--- config.mk ---
export PLATFORM = sky130hd
export DESIGN_NAME = lms_ram
export DESIGN_NICKNAME = d
export VERILOG_FILES = /design/src/rtl/core/lms_ram.sv
export SDC_FILE = /design/constraint.sdc
export NUM_CORES = 1
export LEC_CHECK = 0
export ABC_AREA = 1
export BUFFER_PORTS_ARGS = -buffer_cell sky130_fd_sc_hd__buf_2
export CAP_MARGIN = 10
export CORE_ASPECT_RATIO = 0.8
export CORE_MARGIN = 3
export CORE_UTILIZATION = 50
export CTS_CLUSTER_SIZE = 14
export DETAILED_ROUTE_END_ITERATION = 10
export PLACE_DENSITY = 0.66
export SYNTH_ARGS = -nofsm -noshare
export SYNTH_HDL_FRONTEND = slang
export SYNTH_SLANG_ARGS = --single-unit
export TNS_END_PERCENT = 10
--- constraint.sdc ---
create_clock -name clk -period 2.9 [get_ports clk]
set_input_delay 0.145 -clock clk [delete_from_list [all_inputs] [get_ports clk]]
set_output_delay 0.145 -clock clk [all_outputs]
set_load 0.005 [all_outputs]
--- src/rtl/core/lms_ram.sv ---
// ----------------------------------------------------------------------------
// Generic RAM
// Single write port, single registered read port.
// ----------------------------------------------------------------------------
module lms_ram #(
    parameter int WIDTH = 32,
    parameter int DEPTH = 16
) (
    input  logic                     clk,
    input  logic                     we,
    input  logic [$clog2(DEPTH)-1:0] waddr,
    input  logic [WIDTH-1:0]         wdata,
    input  logic [$clog2(DEPTH)-1:0] raddr,
    output logic [WIDTH-1:0]         rdata
);

    logic [WIDTH-1:0] mem [DEPTH];

    always_ff @(posedge clk)
    begin
        if (we)
        begin
            mem[waddr] <= wdata;
        end
        rdata <= mem[raddr];
    end

endmodule

==> impl_metrics.csv <==
group,metric,value,unit
grt,grt_max_degree,129,
synth,synth_xor_area_share,0,%
floorplanning,die_x,244,um
sta,fin_crit_sh,48.6,%
synth,synth_edf_count,512,
clock_network,htreeDepth,2,
floorplanning,die_y,197,um
power_and_ir_drop,leakage,11.0,nW
worst_setup_path,crit_fanout,1,
hold_path,hp-class,"primary input to register",
synth,syn_area,22700,sq um
worst_setup_path,r2r-start,"mem[13][5]$_DFFE_PP_",
sta,skew,0.0141,ns
floorplanning,boundaryPins,74,
grt,antenna_found_initial,2,
synth,yosys-top-cells-count,"nand2_1 (677), edfxtp_1 (512), inv_1 (388)",
sta,finalMaxSlewViolations,0,
synth,synth_top_cell_area_share,67.6,%
layout,drive_gt1_share,9.39,%
synth,ys_seq_area_share,70.5,%
synth,synth_top_family_by_area,"simple AND/OR/NAND/NOR gates",
power_and_ir_drop,ir_drop,513,uV
clock_network,root_buffer,"clkbuf_16",
worst_setup_path,path_buf_inv,1,
worst_setup_path,cp_top_family,"flip-flops",
synth,synth_fa_ha_area_share,0,%
route,first_pass_iters,5,
synth,avgSynthCellArea,10.7,sq um
clock_network,ctsLongestPathBuffers,3,
worst_setup_path,max_stage_delay,0.48,ns
sta,final-hold-violation-count,0,
clock_network,clk-insertion-delay-late,0.61,ns
worst_setup_path,r2r-end,"rdata[5]$_DFF_P_",
floorplanning,initial_core_util,50.9,%
synth,synthMuxAreaShare,0,%
layout,fin_nets,2255,
synth,synth.area.top_cells,"edfxtp_1 (68%), nand2_1 (11%), nand3_1 (8.5%)",
layout,antenna_cells,0,
sta,fin_crit,1.41,ns
synth,netlist_instances,2120,
power_and_ir_drop,pwr-share-comb,6.3,%
synth,synth.distinct_cells,15,
worst_setup_path,cp.depth,1,
grt,grt_pass1_wl,82600,um
route,drtAntennaViolNets,0,
synth,synth_fp_nets,2162,
clock_network,cts-resized-gates,0,
clock_network,cts.sinks,544,
power_and_ir_drop,netSwitchingFraction,22.4,%
hold_path,hp-start,"raddr[3]",
layout,fill_cells,3666,
worst_setup_path,crit_path_start,"rdata[15]$_DFF_P_",
synth,yosys_warnings,0,
grt,grt_util_all_layers,22.5,%
clock_network,clk_pin_slew,0.06,ns
route,vias,14800,
route,vias_per_cell,5.16,
route,avgRoutedWirePerCell,18.6,um
sta,setup_tns,0,ns
power_and_ir_drop,p_int,13.0,mW
power_and_ir_drop,p_seq_share,52.9,%
worst_setup_path,arrival,1.26,ns
sta,tightest_slew,0.693,ns
worst_setup_path,startpoint_type,"register",
synth,ys_ff_latch,544,
route,drt_iter0_markers,1530,
worst_setup_path,r2r_slack,1.74,ns
synth,synthSimpleGateAreaFrac,20.0,%
power_and_ir_drop,powerDensity,649,nW/um^2
synth,synth_flop_cell,"edfxtp_1",
route,wirelength,53200,um
flow_run,maxCapViolations,0,
worst_setup_path,required,2.76,ns
layout,area.growth.synth_to_final,13.3,%
sta,rsz0062_at_grt,"no",
worst_setup_path,crit_chain,"buf_2",
grt,grt_pass1_vias,14300,
placed_design,place_congestion,0.786,
worst_setup_path,cp_slowest_cell,"dfxtp_1",
clock_network,numCtsBuffers,53,
synth,yosysMostFrequentCell,"nand2_1",
floorplanning,num_rows,69,
route,drc_errors,0,
sta,setup_viol,0,
grt,overflow,0,
sta,fmax,0.710,GHz
worst_setup_path,critical_path_class,"register to primary output",
sta,whs,0.0581,ns
power_and_ir_drop,pwr-share-clk,40.9,%
synth,synth_compound_area_share,0,%
placed_design,dp_hpwl,28400,um
synth,synthArstFlopShare,0,%
clock_network,cts_tree,"yes",
placed_design,portBuffers,73,
floorplanning,die-area,48100,sq um
status,run_status,"finished, final reports clean",
worst_setup_path,critPathCaptureType,"primary output",
worst_setup_path,rr_worst_depth,6,
sta,slew_headroom,53.8,%
worst_setup_path,endpoint,"rdata[15]",
floorplanning,core,44600,sq um
power_and_ir_drop,p_switching,3.74,mW
synth,yosysTopAreaCell,"edfxtp_1",
==> stage by stage <==
stage	total power [mW]	area [sq um]	util (%)	instances	setup WS, ns
floorplan	9.60	22700	-	2120	0.762
global placement	10.0	23700	53.1	2729	0.973
detailed placement	10.0	23700	53.1	2729	0.913
CTS	16.8	25800	57.7	2861	1.47
global route	17.3	25800	57.7	2861	1.46
finish	16.7	25800	57.7	2861	1.49
==> registers in the layout, indices dropped and copies added, names as in the netlist <==
signal  flops
mem       512
rdata      32
==> cell families (layout without fill, tap and decap cells) <==
logic type | count (synthesis) | count (layout)
DFF | 544 | 544
and+or+nand+nor | 1081 | 1081
buffers and inverters | 495 | 633
==> power by group through the flow <==
| stage | combinational [mW] | sequential [mW] | clock (mW) |
|---|---|---|---|
| floorplan | 0.599 | 9.00 | 0 |
| global placement | 0.998 | 9.01 | 0 |
| detailed placement | 1.02 | 9.01 | 0 |
| CTS | 1.05 | 8.85 | 6.93 |
| global route | 1.17 | 8.86 | 7.27 |
| finish | 1.05 | 8.85 | 6.84 |
==> worst min path at each step <==
stage	endpoint	slack [ns]	depth (start not counted)
2_1_floorplan	mem[0][0]$_DFFE_PP_	0.24	0
3_3_place_gp	rdata[8]	0.52	1
3_5_place_dp	rdata[14]	0.52	1
4_1_cts	rdata[8]$_DFF_P_	0.02	4
5_1_grt	rdata[5]$_DFF_P_	0.07	4
6_report	rdata[8]$_DFF_P_	0.06	4
==> cells in the final DEF, fill, tap and decap left out, drive strengths merged <==
| cell | instances |
|---|---|
| nand2 | 677 |
| edfxtp | 512 |
| inv | 391 |
| nand3 | 385 |
| buf | 110 |
| clkbuf | 71 |
| dlygate4sd3 | 32 |
| dfxtp | 32 |
| clkinv | 24 |
| nor2 | 17 |
| bufinv | 4 |
| nand3b | 2 |
| clkinvlp | 1 |
==> what timing repair did <==
item | in CTS | in global routing
buffers inserted | 0 | 0
endpoints found under the hold margin | 512 | 0
hold buffers | 32 | 0
==> final cells by class <==
class | count | area, sq um | area share [%]
Multi-Input combinational cell | 1081 | 4670 | 18.1
Clock buffer | 70 | 1450 | 5.63
Sequential cell | 544 | 16000 | 62.2
Timing Repair Buffer | 143 | 1130 | 4.39
Clock inverter | 30 | 274 | 1.06
Tap cell | 603 | 754 | 2.93
Inverter | 390 | 1470 | 5.71
==> routing by layer <==
layer	GRT usage, %	wire length, um	vias to the layer above
met1	32.8	23600	7021
met2	33.9	23100	627
li1	-	-	7028
met4	6.97	1330	2
met5	0	13	-
met3	5.20	5190	94
(Power assumes the default switching activity.)
