### config.mk
export PLATFORM = sky130hd
export DESIGN_NAME = lms_ctrl
export DESIGN_NICKNAME = d
export VERILOG_FILES = /design/src/rtl/core/lms_pkg.sv /design/src/rtl/core/lms_ctrl.sv
export SDC_FILE = /design/constraint.sdc
export NUM_CORES = 1
export LEC_CHECK = 0
export BUFFER_PORTS_ARGS = -buffer_cell sky130_fd_sc_hd__buf_2
export CAP_MARGIN = 20
export CORE_ASPECT_RATIO = 2
export CORE_MARGIN = 4
export CORE_UTILIZATION = 48
export CTS_CLUSTER_SIZE = 20
export DETAILED_ROUTE_END_ITERATION = 16
export PLACE_DENSITY = 0.87
export REMOVE_ABC_BUFFERS = 1
export SETUP_SLACK_MARGIN = 0.5
export SYNTH_ARGS = -nofsm -noshare
export SYNTH_HDL_FRONTEND = slang
export SYNTH_SLANG_ARGS = --single-unit
### constraint.sdc
create_clock -name clk -period 2.8 [get_ports clk]
set_input_delay 0.14 -clock clk [delete_from_list [all_inputs] [get_ports clk]]
set_output_delay 0.14 -clock clk [all_outputs]
set_load 0.02 [all_outputs]
### src/rtl/core/lms_pkg.sv
// ----------------------------------------------------------------------------
// Laplacian mesh smoothing package
// Shared codes, field widths and the controller/datapath command types.
// ----------------------------------------------------------------------------
package lms_pkg;

    localparam int CMD_W    = 3;
    localparam int STATUS_W = 3;
    localparam int POS_W    = 32;
    localparam int IDX_W    = 12;
    localparam int VCNT_W   = 13;
    localparam int TCNT_W   = 14;
    localparam int FACT_W   = 17;
    localparam int ITER_W   = 8;
    localparam int CFG_IDX_W = 1;

    localparam logic [CMD_W-1:0] CMD_CLEAR = 3'd0;
    localparam logic [CMD_W-1:0] CMD_ADDV  = 3'd1;
    localparam logic [CMD_W-1:0] CMD_ADDT  = 3'd2;
    localparam logic [CMD_W-1:0] CMD_RUN   = 3'd3;
    localparam logic [CMD_W-1:0] CMD_READ  = 3'd4;

    localparam logic [STATUS_W-1:0] ST_OK       = 3'd0;
    localparam logic [STATUS_W-1:0] ST_VFULL    = 3'd1;
    localparam logic [STATUS_W-1:0] ST_TFULL    = 3'd2;
    localparam logic [STATUS_W-1:0] ST_BADCORN  = 3'd3;
    localparam logic [STATUS_W-1:0] ST_BADREAD  = 3'd4;

    localparam logic [CFG_IDX_W-1:0] REG_FACTOR = 1'd0;
    localparam logic [CFG_IDX_W-1:0] REG_ITER   = 1'd1;

    // Phase the controller asks of the datapath.
    typedef enum logic [3:0] {
        OP_NONE  = 4'd0,
        OP_CLR   = 4'd1,
        OP_TRI   = 4'd2,
        OP_UPD   = 4'd3
    } dp_op_t;

    typedef struct packed {
        dp_op_t     op;
        logic       start;
    } dp_cmd_t;

    typedef struct packed {
        logic       done;
    } dp_stat_t;

endpackage

### src/rtl/core/lms_ctrl.sv
// ----------------------------------------------------------------------------
// Mesh smoothing controller
// Decodes requests, keeps the counts and sequences the passes of a run.
// ----------------------------------------------------------------------------
module lms_ctrl #(
    parameter int MAX_VERTICES  = 4096,
    parameter int MAX_TRIANGLES = 8192
) (
    input  logic                           clk,
    input  logic                           rst_n,
    input  logic                           in_fire,
    input  logic [lms_pkg::CMD_W-1:0]      cmd,
    input  logic [lms_pkg::IDX_W-1:0]      corner_a,
    input  logic [lms_pkg::IDX_W-1:0]      corner_b,
    input  logic [lms_pkg::IDX_W-1:0]      corner_c,
    input  logic [lms_pkg::IDX_W-1:0]      read_index,
    input  logic [lms_pkg::ITER_W-1:0]     iters,
    output logic                           in_ready,
    output logic                           res_valid,
    input  logic                           res_free,
    output logic [lms_pkg::STATUS_W-1:0]   res_status,
    output logic                           res_read,
    output logic                           vs_load,
    output logic                           ts_load,
    output logic [$clog2(MAX_VERTICES+1)-1:0]  vcount,
    output logic [$clog2(MAX_TRIANGLES+1)-1:0] tcount,
    output logic                           run_active,
    output lms_pkg::dp_cmd_t               dcmd,
    input  lms_pkg::dp_stat_t              dstat
);

    localparam int VC = $clog2(MAX_VERTICES + 1);
    localparam int TC = $clog2(MAX_TRIANGLES + 1);

    typedef enum logic [5:0] {
        C_IDLE = 6'b000001,
        C_RD   = 6'b000010,
        C_CLR  = 6'b000100,
        C_TRI  = 6'b001000,
        C_UPD  = 6'b010000,
        C_OUT  = 6'b100000
    } cst_t;

    cst_t                      st_reg, st_next;
    logic [VC-1:0]             vc_reg, vc_next;
    logic [TC-1:0]             tc_reg, tc_next;
    logic [lms_pkg::ITER_W-1:0] it_reg, it_next;
    logic [lms_pkg::STATUS_W-1:0] sts_reg, sts_next;
    logic                      rd_reg, rd_next;
    logic                      wait_reg, wait_next;

    always_comb
    begin
        st_next   = st_reg;
        vc_next   = vc_reg;
        tc_next   = tc_reg;
        it_next   = it_reg;
        sts_next  = sts_reg;
        rd_next   = rd_reg;
        wait_next = 1'b0;
        vs_load   = 1'b0;
        ts_load   = 1'b0;
        dcmd.op    = lms_pkg::OP_NONE;
        dcmd.start = 1'b0;
        case (st_reg)
            C_IDLE:
            begin
                if (in_fire)
                begin
                    sts_next = lms_pkg::ST_OK;
                    rd_next  = 1'b0;
                    st_next  = C_OUT;
                    case (cmd)
                        lms_pkg::CMD_CLEAR:
                        begin
                            vc_next = '0;
                            tc_next = '0;
                        end
                        lms_pkg::CMD_ADDV:
                        begin
                            if (vc_reg >= VC'(MAX_VERTICES))
                            begin
                                sts_next = lms_pkg::ST_VFULL;
                            end
                            else
                            begin
                                vs_load = 1'b1;
                                vc_next = vc_reg + 1'b1;
                            end
                        end
                        lms_pkg::CMD_ADDT:
                        begin
                            if (tc_reg >= TC'(MAX_TRIANGLES))
                            begin
                                sts_next = lms_pkg::ST_TFULL;
                            end
                            else if (VC'(corner_a) >= vc_reg || VC'(corner_b) >= vc_reg ||
                                     VC'(corner_c) >= vc_reg)
                            begin
                                sts_next = lms_pkg::ST_BADCORN;
                            end
                            else
                            begin
                                ts_load = 1'b1;
                                tc_next = tc_reg + 1'b1;
                            end
                        end
                        lms_pkg::CMD_RUN:
                        begin
                            it_next = iters;
                            if (iters != '0 && vc_reg != '0)
                            begin
                                st_next   = C_CLR;
                                wait_next = 1'b0;
                            end
                        end
                        lms_pkg::CMD_READ:
                        begin
                            if (VC'(read_index) >= vc_reg)
                            begin
                                sts_next = lms_pkg::ST_BADREAD;
                            end
                            else
                            begin
                                rd_next = 1'b1;
                                st_next = C_RD;
                            end
                        end
                        default:
                        begin
                            sts_next = lms_pkg::ST_OK;
                        end
                    endcase
                end
            end
            C_RD:
            begin
                st_next = C_OUT;
            end
            C_CLR, C_TRI, C_UPD:
            begin
                if (!wait_reg)
                begin
                    dcmd.start = 1'b1;
                    dcmd.op    = (st_reg == C_CLR) ? lms_pkg::OP_CLR :
                                 (st_reg == C_TRI) ? lms_pkg::OP_TRI : lms_pkg::OP_UPD;
                    wait_next  = 1'b1;
                end
                else if (dstat.done)
                begin
                    if (st_reg == C_CLR)
                    begin
                        st_next = C_TRI;
                    end
                    else if (st_reg == C_TRI)
                    begin
                        st_next = C_UPD;
                    end
                    else
                    begin
                        it_next = it_reg - 1'b1;
                        st_next = (it_reg == lms_pkg::ITER_W'(1)) ? C_OUT : C_CLR;
                    end
                end
                else
                begin
                    wait_next = 1'b1;
                end
            end
            C_OUT:
            begin
                if (res_free)
                begin
                    st_next = C_IDLE;
                end
            end
            default:
            begin
                st_next = C_IDLE;
            end
        endcase
    end

    always_ff @(posedge clk or negedge rst_n)
    begin
        if (!rst_n)
        begin
            st_reg   <= C_IDLE;
            vc_reg   <= '0;
            tc_reg   <= '0;
            it_reg   <= '0;
            sts_reg  <= '0;
            rd_reg   <= 1'b0;
            wait_reg <= 1'b0;
        end
        else
        begin
            st_reg   <= st_next;
            vc_reg   <= vc_next;
            tc_reg   <= tc_next;
            it_reg   <= it_next;
            sts_reg  <= sts_next;
            rd_reg   <= rd_next;
            wait_reg <= wait_next;
        end
    end

    assign in_ready   = (st_reg == C_IDLE);
    assign res_valid  = (st_reg == C_OUT);
    assign res_status = sts_reg;
    assign res_read   = rd_reg;
    assign vcount     = vc_reg;
    assign tcount     = tc_reg;
    assign run_active = (st_reg == C_CLR) || (st_reg == C_TRI) || (st_reg == C_UPD);

endmodule

==> results of run 1 <==
[per-stage QoR]
stage          hold WS [ns]  worst slack (ns)  cell area, µm²
3_3_place_gp          0.333           -0.0886            4660
2_1_floorplan        -0.156            -0.284            3730
5_1_grt              0.0488           -0.0703            5140
4_1_cts              0.0430            0.0793            4990
3_5_place_dp          0.344            -0.196            4660
6_report             0.0492            0.0169            5140
[worst paths after layout]
kind / from / slack (ns) / end
max in group asynchronous: rst_n / 2.06 / st_reg[0]
max reg2reg: vcount[8] / 0.02 / tcount[5]
min: dstat / 0.05 / wait_reg
min in group asynchronous: rst_n / 0.22 / it_reg[5]
max: vcount[8] / 0.02 / tcount[5]
min reg2reg: res_read / 0.49 / res_read
[logic make-up after synthesis]
logic type | share of synthesized area [%]
XOR/XNOR | 1.85
other | 0.0988
flip-flops | 30.3
AO/OA/AOI/OAI | 21.3
multiplexers | 0.857
AND/OR/NAND/NOR | 22.6
adder cells (fa/ha/maj) | 17.8
buffers and inverters | 5.21
[repair_timing]
action	4_1_cts	5_1_grt
setup endpoints to repair	23	26
endpoints found under the hold margin	0	45
gates cloned	2	0
hold buffers	0	1
buffers inserted	2	5
pin swaps	17	8
resized for setup	31	23
[power by group through the flow]
| stage | Combinational, W | Sequential [W] | Clock, W |
|---|---|---|---|
| after floorplan | 0.00110 | 0.00113 | 0 |
| after global placement | 0.00189 | 0.00100 | 0 |
| after detailed placement | 0.00198 | 0.00101 | 0 |
| after CTS | 0.00209 | 0.00101 | 0.000576 |
| after global routing | 0.00242 | 0.00103 | 0.000607 |
| final | 0.00219 | 0.00101 | 0.000570 |
[cells in the final DEF (no fill, tap or decap), drive strengths merged, types with 7 or more instances in the layout]
master	instances
nand2b	15
a21oi	33
and3	13
a21o	17
nor4	8
nand2	34
o22ai	11
nor3	13
dfrtp	45
buf	151
inv	33
nor3b	8
ha	54
xnor2	7
nor2	27
nand3	23
o21ai	30
[critical path: cells and delay by family, from the launching register on]
| kind | cells | cell delay, ns |
|---|---|---|
| buffers and inverters | 2 | 0.36 |
| flip-flops | 1 | 0.38 |
| AO/OA/AOI/OAI | 5 | 1.45 |
| AND/OR/NAND/NOR | 1 | 0.18 |
| adder cells (fa/ha/maj) | 1 | 0.31 |
[final cells by class]
class,instances,area share (%)
Timing Repair Buffer,152,18.7
Tap cell,94,2.29
Clock inverter,2,0.195
Inverter,33,2.51
Clock buffer,5,2.43
Multi-Input combinational cell,353,51.4
Sequential cell,46,22.4
[per-layer routing]
metal  routed length, µm  track usage [%]
met3                 590             3.00
met5                   0                0
met2                6460             44.9
met1                4150             25.4
met4                 701             14.6
==> results.yml, run 1 <==
synthesis:
  yosysTopAreaCellShare_pct: 29.7
  ys.flop_type: "dfrtp_1"
  avgSynthCellArea_um2: 8.55
  syn_area_um2: 3800
  synthTopCellsByArea: "dfrtp_1 (30%), ha_1 (18%), a21oi_1 (4.2%)"
  ys_seq_area_share_pct: 30.3
  postSynthCellCount: 444
  synth-edff-count: 0
  ys_seq_elements: 46
  synth_cell_types: 52
  synth_most_common_cell: "ha_1"
  yosysWarnings: 0
  synth_top_area_cell: "dfrtp_1"
  synthTopCellsByCount: "ha_1 (54), dfrtp_1 (45), nand2_1 (34)"
  async_reset_ff_share_pct: 100
power:
  vdd_drop_max_uv: 348
  power_switching_w: 0.00169
  p_int_w: 0.00208
  power_frac_seq_pct: 26.8
  cellPowerDensity_nw_per_um2: 734
  p_clk_share_pct: 15.1
  p_leak_nw: 2.63
  pwr-share-comb_pct: 58.1
  swShare_pct: 44.8
  power.total_w: 0.00378
timing:
  hold_violations: 0
  finalSetupViolCount: 0
  rsz0062_at_grt: "true"
  period_minus_slack_ns: 2.78
  fmax_mhz: 359
  drv_slew: 0
  fin_tns_setup_ns: 0
  clock_skew_ns: 0.00412
  finalCritPeriodShare_pct: 99.4
clock_tree:
  clock-sinks: 46
  clk_pin_slew_ns: 0.06
  htree_levels: 2
  cts_buffer_depth: 2
  cts_made_buffers: 5
  clock-root-buffer: "clkbuf_16"
  clock_latency_ns: 0.29
  cts_tree: "yes"
setup_path:
  cp-start-kind: "register"
  arrival_ns: 2.96
  critPathKind: "reg2reg"
  r2r_cells: 9
  cp_data_required_time_ns: 2.98
  path_cells: "inv_1 > ha_1 > a21oi_1 > a21oi_2 > a2111oi_4 > nand3_2 > a2111o_1 > buf_6 > a21o_1"
  endpoint_kind: "register"
  slowest_stage: "a2111o_1"
  cp_slowest_stage_delay_ns: 0.52
  crit_path_max_fanout: 5
job:
  max-cap-violations: 0
grt:
  grt_pass1_vias: 4151
  track_usage_pct: 24.3
  grt_max_degree: 47
  gr-total-overflow: 0
  grt_pass1_wl_um: 18700
  antenna_found_initial: 0
final_layout:
  largest_reg_flops: 14
  multiInputGateArea_um2: 2650
  area_delta_synth_final_pct: 35.5
  register_area_um2: 1150
  drive_gt1_share_pct: 33.8
  fin_nets: 709
  diodes: 0
  final_cells: 685
  utilization_pct: 67.2
  nFillCells: 601
min_path:
  min_path_cells: 2
  hp-class: "in2reg"
route:
  via_per_inst: 6.00
  drcViolationCount: 0
  wl_per_cell_um: 17.4
  final_antenna_net_count: 0
  vias: 4109
  drt_pass1_iterations: 7
  routed_wl_um: 11900
  drt_iter0_markers: 313
floorplan:
  die_w_um: 70.9
  start_util_pct: 49.6
  die-area_um2: 9480
  rows: 45
  core_um2: 7660
  io_pins: 105
  die_h_um: 134
placement:
  dp_cells: 667
  routabilityCongestion: 0.960
  dp_hpwl_um: 8830
  port_buffers: 102
status:
  run_status: "finished clean"
Note: power is estimated with default switching activity, not from simulation.
==> run 2: changes to the inputs <==
--- a/config.mk
+++ b/config.mk
@@ -10,9 +10,10 @@
 export CORE_ASPECT_RATIO = 2
 export CORE_MARGIN = 4
 export CORE_UTILIZATION = 48
-export CTS_CLUSTER_SIZE = 20
+export CTS_CLUSTER_SIZE = 16
 export DETAILED_ROUTE_END_ITERATION = 16
 export PLACE_DENSITY = 0.87
+export RECOVER_POWER = 25
 export REMOVE_ABC_BUFFERS = 1
 export SETUP_SLACK_MARGIN = 0.5
 export SYNTH_ARGS = -nofsm -noshare
==> run 2 against run 1 <==
Critical path depth increased by 1. Setup slack about the same. Combinational power about the same. Clock power about the same. Via count decreased by 0.19%. Clock skew about the same. Die area unchanged. Register-to-register slack about the same. Wire length decreased by 0.23%. First-iteration DRC count decreased by 0.96%. Core utilization decreased by 0.21 points.
==> results.yml, run 2 (synthesized netlist as in run 1, its figures left out) <==
status:
  run_status: "finished clean"
clock_tree:
  htree_levels: 2
  clock-root-buffer: "clkbuf_16"
  cts_buffer_depth: 2
  clock-sinks: 46
  clk_pin_slew_ns: 0.06
  cts_made_buffers: 5
  cts_tree: "yes"
  clock_latency_ns: 0.29
timing:
  finalSetupViolCount: 0
  max_slew_margin_pct: 27.0
  drv_slew: 0
  rsz0062_at_grt: "true"
  tightest_slew_ns: 1.09
  finalCritPeriodShare_pct: 99.4
  period_minus_slack_ns: 2.78
  hold_violations: 0
  fmax_mhz: 359
  clock_skew_ns: 0.00417
  fin_ws_ns: 0.0173
setup_path:
  cp_data_required_time_ns: 2.98
  crit_path_max_fanout: 5
  endpoint_kind: "register"
  critPathKind: "reg2reg"
  arrival_ns: 2.96
  ff2ff_setup_slack_ns: 0.02
  cp-start-kind: "register"
grt:
  gr-total-overflow: 0
  grt_pass1_wl_um: 18700
  grt_max_degree: 47
  track_usage_pct: 24.3
  antenna_found_initial: 0
  grt_pass1_vias: 4151
floorplan:
  io_pins: 105
  start_util_pct: 49.6
  die_w_um: 70.9
  die-area_um2: 9480
  rows: 45
  die_h_um: 134
  core_um2: 7660
route:
  final_antenna_net_count: 0
  via_per_inst: 5.99
  wl_per_cell_um: 17.3
  drt_iter0_markers: 310
  vias: 4101
  drt_pass1_iterations: 6
  drcViolationCount: 0
  routed_wl_um: 11900
power:
  cellPowerDensity_nw_per_um2: 735
  power_switching_w: 0.00169
  power_frac_seq_pct: 26.8
  p_int_w: 0.00208
  pwr-share-comb_pct: 58.1
  vdd_drop_max_uv: 348
  p_leak_nw: 2.62
  p_clk_share_pct: 15.1
  swShare_pct: 44.8
final_layout:
  layout_common_cells: "buf_2 (99), ha_1 (50), dfrtp_1 (45), buf_4 (40), nand2_1 (34)"
  nFillCells: 604
  fin_nets: 709
  layout_commonest_cell: "buf_2"
  fin_area_um2: 5130
  area_delta_synth_final_pct: 35.0
  diodes: 0
  drive_gt1_share_pct: 33.7
  largest_reg_flops: 14
min_path:
  hp-class: "in2reg"
placement:
  routabilityCongestion: 0.960
  port_buffers: 102
  placed_area_um2: 4660
  dp_hpwl_um: 8830
  dp_slack_ns: -0.196
job:
  max-cap-violations: 0
run 2: changes by cell type in the layout (fill, tap and decap cells not counted):
cell | previous run | this run
clkbuf_2 | 0 | 1
buf_2 | 100 | 99
clkbuf_1 | 0 | 1
buf_12 | 1 | 0
run 2: metal layers:
metal	track usage, %	vias up	share of wire, %
met5	0	-	0
met2	44.9	176	54
met1	25.4	1934	35
li1	-	1931	-
met4	14.6	0	6.0
met3	3.00	60	4.9
run 2: stage by stage:
| stage | util (%) | hold WS [ns] | instances | setup TNS [ns] | power, W |
|---|---|---|---|---|---|
| floorplan | - | -0.156 | 431 | -2.29 | 0.00223 |
| global placement | 60.8 | 0.333 | 667 | -0.722 | 0.00289 |
| detailed placement | 60.8 | 0.344 | 667 | -2.01 | 0.00299 |
| CTS | 65.1 | 0.0430 | 678 | 0 | 0.00367 |
| global route | 67.0 | 0.0488 | 685 | -0.658 | 0.00406 |
| finish | 67.0 | 0.0511 | 685 | 0 | 0.00377 |
run 2: path summary, 6_finish.rpt:
kind / start / end / depth (start not counted)
worst min register to register: res_read / res_read / 2
max in group asynchronous: rst_n / tcount[13] / 3
worst max register to register: vcount[10] / tcount[5] / 10
min in group asynchronous: rst_n / it_reg[6] / 2
worst max-delay path: vcount[10] / tcount[5] / 10
worst min-delay path: dstat / wait_reg / 2
run 2: layout make-up:
cell class | count | area, µm² | area share (%)
clock inverters | 2 | 10.0 | 0.195
well taps | 94 | 118 | 2.29
clock buffers | 5 | 125 | 2.44
flip-flops and latches | 46 | 1150 | 22.5
repair buffers | 152 | 947 | 18.5
multi-input cells | 353 | 2650 | 51.6
inverters | 33 | 129 | 2.51
run 2: critical path: stages (launching register included):
cell       delay (ns)
dfrtp_1          0.39
inv_2            0.09
ha_4             0.20
a21o_1           0.20
a2111oi_4        0.30
a21oi_2          0.12
a2111oi_4        0.33
nand3_2          0.18
a2111o_1         0.52
buf_6            0.17
a21o_1           0.17
run 2: timing repair:
action	4_1_cts	5_1_grt
buffers inserted	2	5
endpoints found under the hold margin	0	45
gates resized for setup	31	23
hold buffers	0	1
gates cloned	2	0
pin swaps	17	8
setup endpoints to repair	23	26
run 2: power by group through the flow:
stage	Clock (W)	Combinational [W]	Sequential, W
final	0.000568	0.00219	0.00101
after global routing	0.000607	0.00242	0.00103
after CTS	0.000576	0.00209	0.00101
after detailed placement	0	0.00198	0.00101
after global placement	0	0.00189	0.00100
after floorplan	0	0.00110	0.00113
==> run 3: changes to the inputs <==
--- a/config.mk
+++ b/config.mk
@@ -9,10 +9,10 @@
 export CAP_MARGIN = 20
 export CORE_ASPECT_RATIO = 2
 export CORE_MARGIN = 4
-export CORE_UTILIZATION = 48
+export CORE_UTILIZATION = 50
 export CTS_CLUSTER_SIZE = 16
 export DETAILED_ROUTE_END_ITERATION = 16
-export PLACE_DENSITY = 0.87
+export PLACE_DENSITY = 0.76
 export RECOVER_POWER = 25
 export REMOVE_ABC_BUFFERS = 1
 export SETUP_SLACK_MARGIN = 0.5
==> constraint.sdc (replaced) <==
create_clock -name clk -period 2.7 [get_ports clk]
set_input_delay 0.135 -clock clk [delete_from_list [all_inputs] [get_ports clk]]
set_output_delay 0.135 -clock clk [all_outputs]
set_load 0.02 [all_outputs]
==> run 3 against run 2 <==
The flow now finishes with violations (negative setup slack). Clock-buffer cell count grew 2. First-iteration DRC count shrank 32%. Die area shrank 3.7%. Clock skew is essentially flat. Maximum frequency grew 0.25%. Critical path depth shrank 1. Combinational power grew 14%. Register-to-register slack lost 0.09 ns. Setup slack lost 0.093 ns. Global-route usage shrank 0.39 points. Core utilization grew 6.1 points. Sequential power grew 4%.
==> results.yml, run 3 (synthesized netlist as in run 1, its figures left out) <==
timing:
  finalCritPeriodShare_pct: 103
  tightest_slew_ns: 1.06
  period_minus_slack_ns: 2.78
  drv_slew: 0
  fin_tns_setup_ns: -0.392
  clock_skew_ns: 0.00405
  fin_ws_ns: -0.0758
  fmax_mhz: 360
  rsz0062_at_grt: "true"
  max_slew_margin_pct: 29.6
  finalSetupViolCount: 12
  hold_violations: 0
floorplan:
  die-area_um2: 9140
  core_um2: 7320
  rows: 44
  start_util_pct: 51.9
  die_w_um: 69.6
  die_h_um: 131
  io_pins: 105
final_layout:
  drive_gt1_share_pct: 37.3
  layout_commonest_cell: "buf_2"
  layout_common_cells: "buf_2 (100), buf_4 (50), ha_1 (49), dfrtp_1 (45), nand2_1 (32)"
  fin_nets: 721
  area_delta_synth_final_pct: 40.8
  largest_reg_flops: 14
setup_path:
  ff2ff_setup_slack_ns: -0.08
  arrival_ns: 2.95
  endpoint_kind: "register"
  cp_data_required_time_ns: 2.87
  r2r-start: "vcount[10]"
  cp-start-kind: "register"
  r2r_cells: 9
  crit_path_max_fanout: 8
  critPathKind: "reg2reg"
  r2r_end: "tcount[4]"
power:
  power_frac_seq_pct: 24.8
  pwr-share-comb_pct: 58.8
  cellPowerDensity_nw_per_um2: 794
  power.total_w: 0.00424
  power_switching_w: 0.00183
  p_int_w: 0.00241
  p_leak_nw: 2.72
  p_clk_share_pct: 16.4
  vdd_drop_max_uv: 471
  swShare_pct: 43.2
grt:
  antenna_found_initial: 1
  grt_pass1_vias: 3965
  gr-total-overflow: 0
  grt_max_degree: 47
  track_usage_pct: 23.9
  grt_pass1_wl_um: 18200
route:
  drt_iter0_markers: 212
  drt_pass1_iterations: 5
  dr_wl_met3_um: 451
  wl_met2_um: 6530
  topRoutingLayerUsed: "met4"
  routed_wl_um: 11600
  vias: 4088
  wl_met1_um: 4170
  final_antenna_net_count: 0
  wl_per_cell_um: 16.6
  drcViolationCount: 0
  via_per_inst: 5.87
job:
  max-cap-violations: 0
placement:
  dp_hpwl_um: 8570
  routabilityCongestion: 0.950
  port_buffers: 102
min_path:
  min_to: "wait_reg"
  hp-class: "in2reg"
  min_from: "dstat"
  min_path_cells: 2
clock_tree:
  clock-root-buffer: "clkbuf_16"
  cts_buffer_depth: 2
  cts_tree: "yes"
  clk_pin_slew_ns: 0.06
  clock-sinks: 46
  clock_latency_ns: 0.29
  cts_made_buffers: 5
  htree_levels: 2
status:
  violations: "negative setup slack"
  run_status: "complete, but fails checks"
[run 3: power by group through the flow]
stage          registers (W)  logic, W  clock network [W]
3_5_place_dp         0.00105   0.00205                  0
4_1_cts              0.00105   0.00222           0.000710
5_1_grt              0.00107   0.00274           0.000736
3_3_place_gp         0.00104   0.00198                  0
2_1_floorplan        0.00117   0.00114                  0
6_report             0.00105   0.00250           0.000695
[run 3: worst max path at each step]
stage,to,cells past startpoint,slack [ns],from
6_report,tcount[4],9,-0.08,vcount[10]
5_1_grt,tcount[4],9,-0.18,vcount[2]
4_1_cts,tcount[3],9,0.01,vcount[10]
3_5_place_dp,tcount[3],9,-0.24,vcount[10]
3_3_place_gp,tcount[3],9,-0.19,vcount[10]
2_1_floorplan,tcount[2],9,-0.38,vcount[10]
[run 3: critical path, stage by stage, from the launching register on]
cell       delay [ns]
dfrtp_1          0.39
inv_2            0.09
ha_4             0.20
a21o_1           0.20
a2111oi_4        0.31
a21oi_2          0.12
a2111oi_4        0.34
nand3_2          0.13
a2111o_1         0.52
a211o_2          0.37
[run 3: area by class of cell]
| cell class | instances | area [µm²] |
|---|---|---|
| inverter | 33 | 129 |
| antenna | 1 | 2.50 |
| tap | 92 | 115 |
| fill | 559 | 1980 |
| clock inverter | 1 | 30.0 |
| sequential | 46 | 1150 |
| multi-input combinational | 352 | 2740 |
| timing repair buffer | 165 | 1050 |
| clock buffer | 7 | 133 |
[run 3: repair_timing]
action	4_1_cts	5_1_grt
resized for setup	32	44
gates cloned	0	2
hold endpoints to repair	0	30
hold buffers	0	1
endpoints found under the setup margin	30	30
setup buffers	8	10
pin swaps	25	17
[run 3: per-stage QoR]
stage / cell area (µm²) / hold WS [ns] / std cells / setup WS (ns) / util (%)
final: 5350 / 0.0477 / 697 / -0.0758 / 73.0
after detailed placement: 4660 / 0.349 / 666 / -0.239 / 63.7
after global routing: 5350 / 0.0497 / 697 / -0.176 / 73.0
after CTS: 5030 / 0.0438 / 682 / 0.0104 / 68.7
after global placement: 4660 / 0.332 / 666 / -0.189 / 63.7
after floorplan: 3730 / -0.161 / 431 / -0.384 / -
[run 3: routing by layer]
layer	track usage, %	vias up
met5	0	-
met4	8.74	0
met3	3.13	33
met2	46.6	126
met1	25.5	1979
li1	-	1950
